$ cat src/rtl/core/top_k_largest_tracker_macros.svh
// Assertion macros for the top-K tracker.
// Used by top_k_largest_tracker.sv; needs nothing else.
`ifndef TOP_K_LARGEST_TRACKER_MACROS_SVH
`define TOP_K_LARGEST_TRACKER_MACROS_SVH

// Same-cycle implication, disabled while reset is asserted.
`define TKL_ASSERT_NOW(label, clk, rst_n, ante, cons, msg) \
	label: assert property (@(posedge clk) disable iff (!rst_n) (ante) |-> (cons)) else $error(msg);

// Next-cycle implication, disabled while reset is asserted.
`define TKL_ASSERT_NEXT(label, clk, rst_n, ante, cons, msg) \
	label: assert property (@(posedge clk) disable iff (!rst_n) (ante) |=> (cons)) else $error(msg);

`endif

$ cat src/rtl/core/tkl_pkg.sv
// Shared types and widths for the top-K tracker.
// No dependencies; used by every module of the block.
package tkl_pkg;

	localparam int KEY_W   = 12;
	localparam int COUNT_W = 31;

	// One incoming request.
	typedef struct packed {
		logic [KEY_W-1:0]   item_key;
		logic [COUNT_W-1:0] item_count;
		logic               last_item;
	} item_t;

	// One ranked result.
	typedef struct packed {
		logic [KEY_W-1:0]   out_key;
		logic [COUNT_W-1:0] out_count;
		logic               out_last;
	} result_t;

	// One kept entry of the ranking.
	typedef struct packed {
		logic [KEY_W-1:0]   key;
		logic [COUNT_W-1:0] count;
	} entry_t;

endpackage

$ cat src/rtl/core/tkl_store.sv
// Sorted store of the kept entries with its combinational insertion logic.
// Depends on tkl_pkg.
module tkl_store #(
	parameter int TOP_K = 10
) (
	input  logic            clk,
	input  logic            arst_n,
	input  logic            take,
	input  tkl_pkg::item_t  item,
	output tkl_pkg::entry_t nxt_ent [TOP_K],
	output logic            nxt_vld [TOP_K]
);
	import tkl_pkg::*;

	entry_t     ent_q [TOP_K];
	logic       vld_q [TOP_K];
	logic [TOP_K-1:0] ge;
	logic [TOP_K-1:0] place;
	entry_t     new_ent;

	assign new_ent.key   = item.item_key;
	assign new_ent.count = item.item_count;

	// Entries that rank at or above the new item form a prefix of the store;
	// the item lands right after that prefix and everything below shifts down.
	// A full store whose minimum is not beaten has every entry in the prefix,
	// so nothing changes and the item is dropped.
	for (genvar g = 0; g < TOP_K; g++) begin : g_slot
		assign ge[g] = vld_q[g] && (ent_q[g].count >= item.item_count);
		if (g == 0) begin : g_head
			assign place[g]   = !ge[g];
			assign nxt_ent[g] = ge[g] ? ent_q[g] : new_ent;
			assign nxt_vld[g] = vld_q[g] || place[g];
		end else begin : g_body
			assign place[g]   = !ge[g] && ge[g-1];
			assign nxt_ent[g] = ge[g] ? ent_q[g] : (place[g] ? new_ent : ent_q[g-1]);
			// A slot also turns valid when a valid entry shifts down into it.
			assign nxt_vld[g] = vld_q[g] || place[g] || vld_q[g-1];
		end
	end

	// Valid bits: a last item hands the list to the drain and empties the store.
	always_ff @(posedge clk or negedge arst_n) begin
		if (!arst_n) begin
			for (int i = 0; i < TOP_K; i++) vld_q[i] <= 1'b0;
		end else if (take) begin
			for (int i = 0; i < TOP_K; i++) vld_q[i] <= item.last_item ? 1'b0 : nxt_vld[i];
		end
	end

	// Entry payload.
	always_ff @(posedge clk) begin
		if (take) begin
			for (int i = 0; i < TOP_K; i++) ent_q[i] <= nxt_ent[i];
		end
	end

endmodule

$ cat src/rtl/core/tkl_drain.sv
// Result buffer that emits a captured ranking one entry per accepted result.
// Depends on tkl_pkg.
module tkl_drain #(
	parameter int TOP_K = 10
) (
	input  logic             clk,
	input  logic             arst_n,
	input  logic             load,
	input  tkl_pkg::entry_t  ent_in [TOP_K],
	input  logic             vld_in [TOP_K],
	output logic             res_valid,
	input  logic             res_stall,
	output tkl_pkg::result_t res,
	output logic             free
);
	import tkl_pkg::*;

	entry_t ent_q [TOP_K];
	logic   vld_q [TOP_K];
	logic   fire;
	logic   more;

	assign fire = vld_q[0] && !res_stall;

	// Another entry behind the head means the head is not the final result.
	if (TOP_K > 1) begin : g_more
		assign more = vld_q[1];
	end else begin : g_one
		assign more = 1'b0;
	end

	assign res_valid     = vld_q[0];
	assign res.out_key   = ent_q[0].key;
	assign res.out_count = ent_q[0].count;
	assign res.out_last  = !more;
	assign free          = !vld_q[0];

	// Valid bits: capture on load, shift toward the head on each request taken.
	always_ff @(posedge clk or negedge arst_n) begin
		if (!arst_n) begin
			for (int i = 0; i < TOP_K; i++) vld_q[i] <= 1'b0;
		end else if (load) begin
			for (int i = 0; i < TOP_K; i++) vld_q[i] <= vld_in[i];
		end else if (fire) begin
			for (int i = 0; i < TOP_K - 1; i++) vld_q[i] <= vld_q[i+1];
			vld_q[TOP_K-1] <= 1'b0;
		end
	end

	// Entry payload follows the same moves.
	always_ff @(posedge clk) begin
		if (load) begin
			for (int i = 0; i < TOP_K; i++) ent_q[i] <= ent_in[i];
		end else if (fire) begin
			for (int i = 0; i < TOP_K - 1; i++) ent_q[i] <= ent_q[i+1];
		end
	end

endmodule

$ cat src/rtl/core/top_k_largest_tracker.sv
// Top-K tracker: keeps the TOP_K largest counts of a stream with their keys.
// Channels: item (key, count, last_item) in, result (key, count, out_last) out,
// each a valid/stall handshake; a request moves when valid is high and stall low.
// Every item is registered once, then inserted into a sorted store by one
// parallel compare against all kept entries and a shift. An item marked last
// is inserted like any other; the finished ranking is then copied into an
// output buffer and the store is emptied for the next set. Results leave
// largest count first, one per cycle while the receiver does not stall,
// out_last on the final one; ties keep arrival order. The first result of a
// set becomes valid once its last item has passed the input register and
// loaded the buffer. Throughput: one item per cycle while item stall is low.
// A set of n kept entries drains one entry per accepted result; a later last
// item waits in the input register until the buffer is empty, and stall goes
// high on the item side meanwhile. Items that are not last keep flowing while
// a list drains. A stalled result holds in the buffer.
// Reset empties the store, the input register and the buffer at once.
// Depends on tkl_pkg, tkl_store, tkl_drain and the assertion macro header.
`include "top_k_largest_tracker_macros.svh"

module top_k_largest_tracker #(
	parameter int TOP_K = 10
) (
	input  logic             clk,
	input  logic             arst_n,
	input  logic             item_valid,
	output logic             item_stall,
	input  tkl_pkg::item_t   item,
	output logic             res_valid,
	input  logic             res_stall,
	output tkl_pkg::result_t res
);
	import tkl_pkg::*;

	item_t  item_s1;
	logic   valid_s1;
	logic   take;
	logic   accept;
	logic   drain_free;
	entry_t nxt_ent [TOP_K];
	logic   nxt_vld [TOP_K];

	// The registered item moves on unless it is last and the buffer is busy.
	assign take       = valid_s1 && (!item_s1.last_item || drain_free);
	assign item_stall = valid_s1 && !take;
	assign accept     = item_valid && !item_stall;

	// Input register.
	always_ff @(posedge clk or negedge arst_n) begin
		if (!arst_n) begin
			valid_s1 <= 1'b0;
		end else if (accept) begin
			valid_s1 <= 1'b1;
		end else if (take) begin
			valid_s1 <= 1'b0;
		end
	end

	always_ff @(posedge clk) begin
		if (accept) begin
			item_s1 <= item;
		end
	end

	// Sorted store with insertion.
	tkl_store #(
		.TOP_K(TOP_K)
	) u_store (
		.clk    (clk),
		.arst_n (arst_n),
		.take   (take),
		.item   (item_s1),
		.nxt_ent(nxt_ent),
		.nxt_vld(nxt_vld)
	);

	// Output buffer, loaded with the ranking that includes the last item.
	tkl_drain #(
		.TOP_K(TOP_K)
	) u_drain (
		.clk      (clk),
		.arst_n   (arst_n),
		.load     (take && item_s1.last_item),
		.ent_in   (nxt_ent),
		.vld_in   (nxt_vld),
		.res_valid(res_valid),
		.res_stall(res_stall),
		.res      (res),
		.free     (drain_free)
	);

	// A last item only enters the buffer while no list is being drained.
	`TKL_ASSERT_NOW(a_load_when_free, clk, arst_n, take && item_s1.last_item, !res_valid, "last item loaded over a pending list")
	// A loaded list always has at least one result to show.
	`TKL_ASSERT_NEXT(a_list_nonempty, clk, arst_n, take && item_s1.last_item, res_valid, "last item produced no result")
	// The item side only stalls behind a last item waiting for the buffer.
	`TKL_ASSERT_NOW(a_stall_cause, clk, arst_n, item_stall, valid_s1 && item_s1.last_item && res_valid, "item stall without a busy buffer")

endmodule

$ cat config.mk
export PLATFORM = sky130hd
export DESIGN_NAME = top_k_largest_tracker
export DESIGN_NICKNAME = d
export VERILOG_FILES = /design/src/rtl/core/tkl_pkg.sv /design/src/rtl/core/tkl_store.sv /design/src/rtl/core/tkl_drain.sv /design/src/rtl/core/top_k_largest_tracker.sv
export VERILOG_INCLUDE_DIRS = /design/src /design/src/rtl/core
export SDC_FILE = /design/constraint.sdc
export NUM_CORES = 2
export LEC_CHECK = 0
export BUFFER_PORTS_ARGS = -buffer_cell sky130_fd_sc_hd__buf_2
export CAP_MARGIN = 20
export CELL_PAD_IN_SITES_DETAIL_PLACEMENT = 0
export CELL_PAD_IN_SITES_GLOBAL_PLACEMENT = 1
export CORE_MARGIN = 1
export CORE_UTILIZATION = 40
export DETAILED_ROUTE_END_ITERATION = 10
export PLACE_DENSITY = 0.62
export SLEW_MARGIN = 15
export SYNTH_ARGS = -nofsm -noshare
export SYNTH_HDL_FRONTEND = slang
export SYNTH_SLANG_ARGS = --single-unit
export TNS_END_PERCENT = 10
$ cat constraint.sdc
create_clock -name clk -period 18.5 [get_ports clk]
set_input_delay 1.85 -clock clk [delete_from_list [all_inputs] [get_ports clk]]
set_output_delay 1.85 -clock clk [all_outputs]
set_load 0.1 [all_outputs]
=== Yosys cells after proc, flatten, opt, wreduce, memory -nomap -nowiden ===
Memory sizes are Yosys's and may differ from the RTL's.
Index checks and enable logic that the tools add are counted.

* Register bits after elaboration: 65
* RAM bits: 860
* Logic and storage cells: 156
* Output and inout bits: 46
* Memories kept: 2

* Magnitude comparators: 10
* Reductions and logical operators: 62
* Muxes and demuxes: 49
* Bitwise operators: 9

{| class="wikitable"
|+ Memories
! memory !! depth !! bits a word !! rd ports !! clocked after Yosys merged registers in !! wr ports !! RTL line !! text
|-
| u_drain.ent_q || 10 || 43 || 10 || 0 || 10 || tkl_drain.sv:18 || <nowiki>entry_t ent_q [TOP_K];</nowiki>
|-
| u_store.ent_q || 10 || 43 || 10 || 0 || 10 || tkl_store.sv:15 || <nowiki>entry_t ent_q [TOP_K];</nowiki>
|}

{| class="wikitable"
|+ Operator list
! operator !! number
|-
| 43-bit 2-to-1 mux || 28
|-
| 31-bit >= comparator || 10
|-
| 1-bit logical AND || 24
|-
| 1-bit logical OR || 20
|-
| 10-bit 2-to-1 mux || 2
|-
| 1-bit 2-to-1 mux || 19
|-
| 1-bit logical NOT || 16
|-
| 1-bit OR || 9
|-
| 2-bit nonzero test || 2
|}

=== Logic depth before layout (Yosys ltp) ===
* Depth in word-level cells: 8
* Gate-level depth with buffers: 13
* Gate-level depth less buffers: 10

=== By module ===
Synthesis repeated with hierarchy kept, for this count alone.

* Cells, all modules: 3698
* Area total of the unflattened synthesis: 48604.1 µm²

{| class="wikitable"
|+ By module, submodules not included
! module !! area an instance (µm²) !! times used !! cells an instance
|-
| tkl_store || 28546.1 || 1 || 2685
|-
| tkl_drain || 18656.6 || 1 || 961
|-
| top_k_largest_tracker || 1401.3 || 1 || 52
|}

=== Least setup slack after synthesis ===
OpenSTA, ideal clock, no wires.

* Path type: reg-to-reg
* Start point: register u_drain.vld_q (netlist bit u_drain.res_valid)
* End point: register u_store.vld_q[0] in the netlist's numbering
* Arrival: 13826 ps
* Path slack: 4561 ps
* Stages on the path, launching flop included: 5
* Buffers on the path: 1
* Required time: 18387 ps
* Cell sequence: dfrtp_1 > a21boi_0 > clkbuf_1 > a21oi_1 > nor2_1

* Longest elaborated chain between the ends: 3

{| class="wikitable"
|+ Ends and longest elaborated chain
! what !! RTL line !! text
|-
| from (decl) || tkl_drain.sv:19 || <nowiki>logic vld_q [TOP_K];</nowiki>
|-
| from (signal, indexed assignment) || tkl_drain.sv:46 || <nowiki>vld_q[TOP_K-1] <= 1'b0;</nowiki>
|-
| 1-bit logical NOT || tkl_drain.sv:36 || <nowiki>assign free = !vld_q[0];</nowiki>
|-
| 1-bit logical OR || top_k_largest_tracker.sv:43 || <nowiki>assign take = valid_s1 && (!item_s1.last_item || drain_free);</nowiki>
|-
| 1-bit logical AND || top_k_largest_tracker.sv:43 ||
|-
| named net take || top_k_largest_tracker.sv:36 || <nowiki>logic take;</nowiki>
|-
| to (decl) || tkl_store.sv:16 || <nowiki>logic vld_q [TOP_K];</nowiki>
|}

The timed path passes the listed nets, and every way through them passes these cells.
A chain may end at the register's enable or synchronous reset.

==> flow_summary.ini <==
[floorplan]
io_pins = 94
core_area_sq_mm = 0.120
start_util_pct = 40.4
die_height_microns = 350
fp.dieW_microns = 350
num_rows = 127
dieArea_sq_mm = 0.123

[timing]
skew_ns = 0.0345
period_share_pct = 31.0
grt_setup_unrepaired = false
final-setup-viol-count = 0
fin_hold_ws_ns = 0.521
max_freq_mhz = 174
min_period_ns = 5.73
setup_tns_ns = 0
tightestPinTransition_ns = 1.05
finalHoldViolCount = 0
slew_headroom_pct = 29.0
worst_slack_ns = 12.77
slew_viol_final = 0

[grt]
grt_overflow = 0
grt_pass1_vias = 30900
grt_max_degree = 146
track_usage_pct = 20.5
grt_pass1_wl_mm = 194
antenna_found_initial = 1

[yosys]
syn_area_sq_mm = 0.0486
synth.distinct_cells = 57
syn_inst = 3983
synth-edff-count = 904
syn_area_per_cell_sq_um = 12.2
synth_flop_cell = edfxtp_1
yosysSeqAreaShare_pct = 57.0
synth-async-reset-ratio_pct = 2.27
ys_warn_count = 0
syn-num-nets = 4341
yosys_register_bits = 925

[min_path]
min_path_cells = 2
hp-start = u_drain.more$_DFFE_PN0P_
min_to = u_drain.res_valid$_DFFE_PN0P_
hp-class = reg2reg

[status]
outcome = finished, final reports clean

[clock_network]
cts_buffers = 105
cts.root.buffer_cell = clkbuf_16
path_clk_slew_ns = 0.06
htreeDepth = 3
hold_buffers = 0
cts_num_sinks = 925
post_cts_resized = 0
clock_path_buffers = 3
clock_latency_ns = 0.70
post_cts_buffers = 0
cts_tree = yes

[cells_and_area]
fin_util_pct = 45.0
layout.nets = 4326
design_area_sq_mm = 0.0541
final_cells = 5666
drive_above_1_share_pct = 16.4
fill_cells = 11000
area_delta_synth_final_pct = 11.4
antenna_cells = 0

[routing]
drt_wl_total_mm = 127
antenna_left = 0
remaining_drc_errors = 0
viasPerCell = 5.57
wire_per_inst_microns = 22.3
drt_pass1_iterations = 5
drtIter0Drc = 2598
vias = 31600

[critical_path]
worstReg2RegEnd = u_drain.ent_q[5][19]$_DFFE_PP_
worstSetupPathType = reg2reg
critPathLaunchType = register
worstReg2RegStart = item_s1[5]$_DFFE_PP_
worstRegToRegCells = 12
crit_fanout = 66
end_kind = register
r2r_slack_ns = 12.77
arrival_ns = 6.17
required_ns = 18.93

[pwr]
p_total_mw = 11.3
powerDensity_mw_per_mm2 = 209
p_leak_nw = 20.9
ir_drop_uv = 105

[place]
place_ws_ns = 12.71
dp_hpwl_mm = 78.4
place.gp.congestion = 0.802
dp_cells = 5473
place_area_sq_mm = 0.0506
io_buffers = 93

[flow_run]
maxCapViolations = 0
-- logic make-up after synthesis --
logic type	share of synthesized area [%]
buf+inv	2.64
fa+ha+maj	7.98
compound gates	10.6
flops	57.0
simple gates	8.53
mux	13.2
-- per-layer routing --
metal,wire length [microns],track usage (%),up-vias
li1,-,-,15100
met1,64000,31.3,15600
met2,54400,30.5,687
met3,5440,2.74,138
met4,2790,5.05,0
met5,0,0,-
-- sequential cells by signal, indices dropped and copies added, names as in the netlist --
name               cells
u_drain.ent_q        430
u_store.ent_q        430
item_s1               44
u_store.vld_q         10
u_drain.vld_q          8
u_drain.more           1
u_drain.res_valid      1
valid_s1               1
-- worst max-delay path by stage --
stage                                        startpoint                        endpoint  depth (start not counted)
after floorplan           u_drain.res_valid$_DFFE_PN0P_    u_store.vld_q[0]$_DFFE_PN0P_                          4
after global placement             item_s1[2]$_DFFE_PP_  u_drain.ent_q[5][16]$_DFFE_PP_                         11
after detailed placement           item_s1[5]$_DFFE_PP_  u_drain.ent_q[5][19]$_DFFE_PP_                         12
after CTS                          item_s1[5]$_DFFE_PP_  u_drain.ent_q[5][19]$_DFFE_PP_                         12
after global routing               item_s1[5]$_DFFE_PP_  u_drain.ent_q[5][19]$_DFFE_PP_                         12
final                              item_s1[5]$_DFFE_PP_  u_drain.ent_q[5][19]$_DFFE_PP_                         12
-- layout make-up --
| class | instances | area [sq um] | share of cell area, % |
|---|---|---|---|
| flip-flops and latches | 925 | 27700 | 51.1 |
| multi-input cells | 2739 | 19800 | 36.6 |
| clock buffers | 128 | 2740 | 5.06 |
| well taps | 1612 | 2020 | 3.73 |
| repair buffers | 150 | 918 | 1.70 |
| clock inverters | 65 | 810 | 1.50 |
| inverters | 47 | 176 | 0.326 |
-- cells in the mapped netlist (6+ instances only) --
library cell,n,area [sq um]
a211oi_1,17,128
nor2_1,430,1610
inv_1,47,176
a21o_1,28,210
dfrtp_1,21,526
clkbuf_1,209,785
nand3_1,80,400
o21ai_0,120,601
mux2i_1,259,2590
a31oi_1,99,619
a211o_1,6,52.6
nand4_1,40,250
edfxtp_1,904,27100
a21oi_1,330,1650
nor3_1,12,60.1
nand2_1,390,1460
o21ai_1,9,45.0
o211ai_1,51,383
buf_1,18,67.6
and4_1,17,149
ha_1,310,3880
a2bb2oi_1,42,368
buf_4,7,52.6
mux2_2,340,3830
a221oi_1,93,815
o21a_1,7,52.6
buf_2,36,180
nand2b_1,9,56.3
-- placed cells by master, fill, tap and decap left out, types with 93 or more instances in the layout --
master | netlist | final
nand2_1 | 390 | 387
o21ai_0 | 120 | 120
mux2_2 | 340 | 340
ha_1 | 310 | 310
nor2_1 | 430 | 429
mux2i_1 | 259 | 259
edfxtp_1 | 904 | 904
buf_2 | 36 | 93
a221oi_1 | 93 | 93
a21oi_1 | 330 | 330
clkbuf_16 | 0 | 106
a31oi_1 | 99 | 98
-- where the power goes --
part	leakage, nW	switching [mW]	internal, mW
Combinational	10.2	2.80	1.73
Sequential	8.94	0.609	3.98
Clock	1.74	0.894	1.30
-- critical path, stage by stage, from the launching register on --
cell and delay, ns:
edfxtp_1 0.58, inv_1 0.34, ha_1 0.40, a21o_1 0.16, a21o_1 0.17, a221oi_1 0.77
o211ai_1 0.37, a32oi_4 0.31, buf_4 0.81, buf_4 0.80, mux2i_1 0.28, o21ai_0 0.12
mux2_2 0.31
Note: power is estimated with default switching activity, not from simulation.
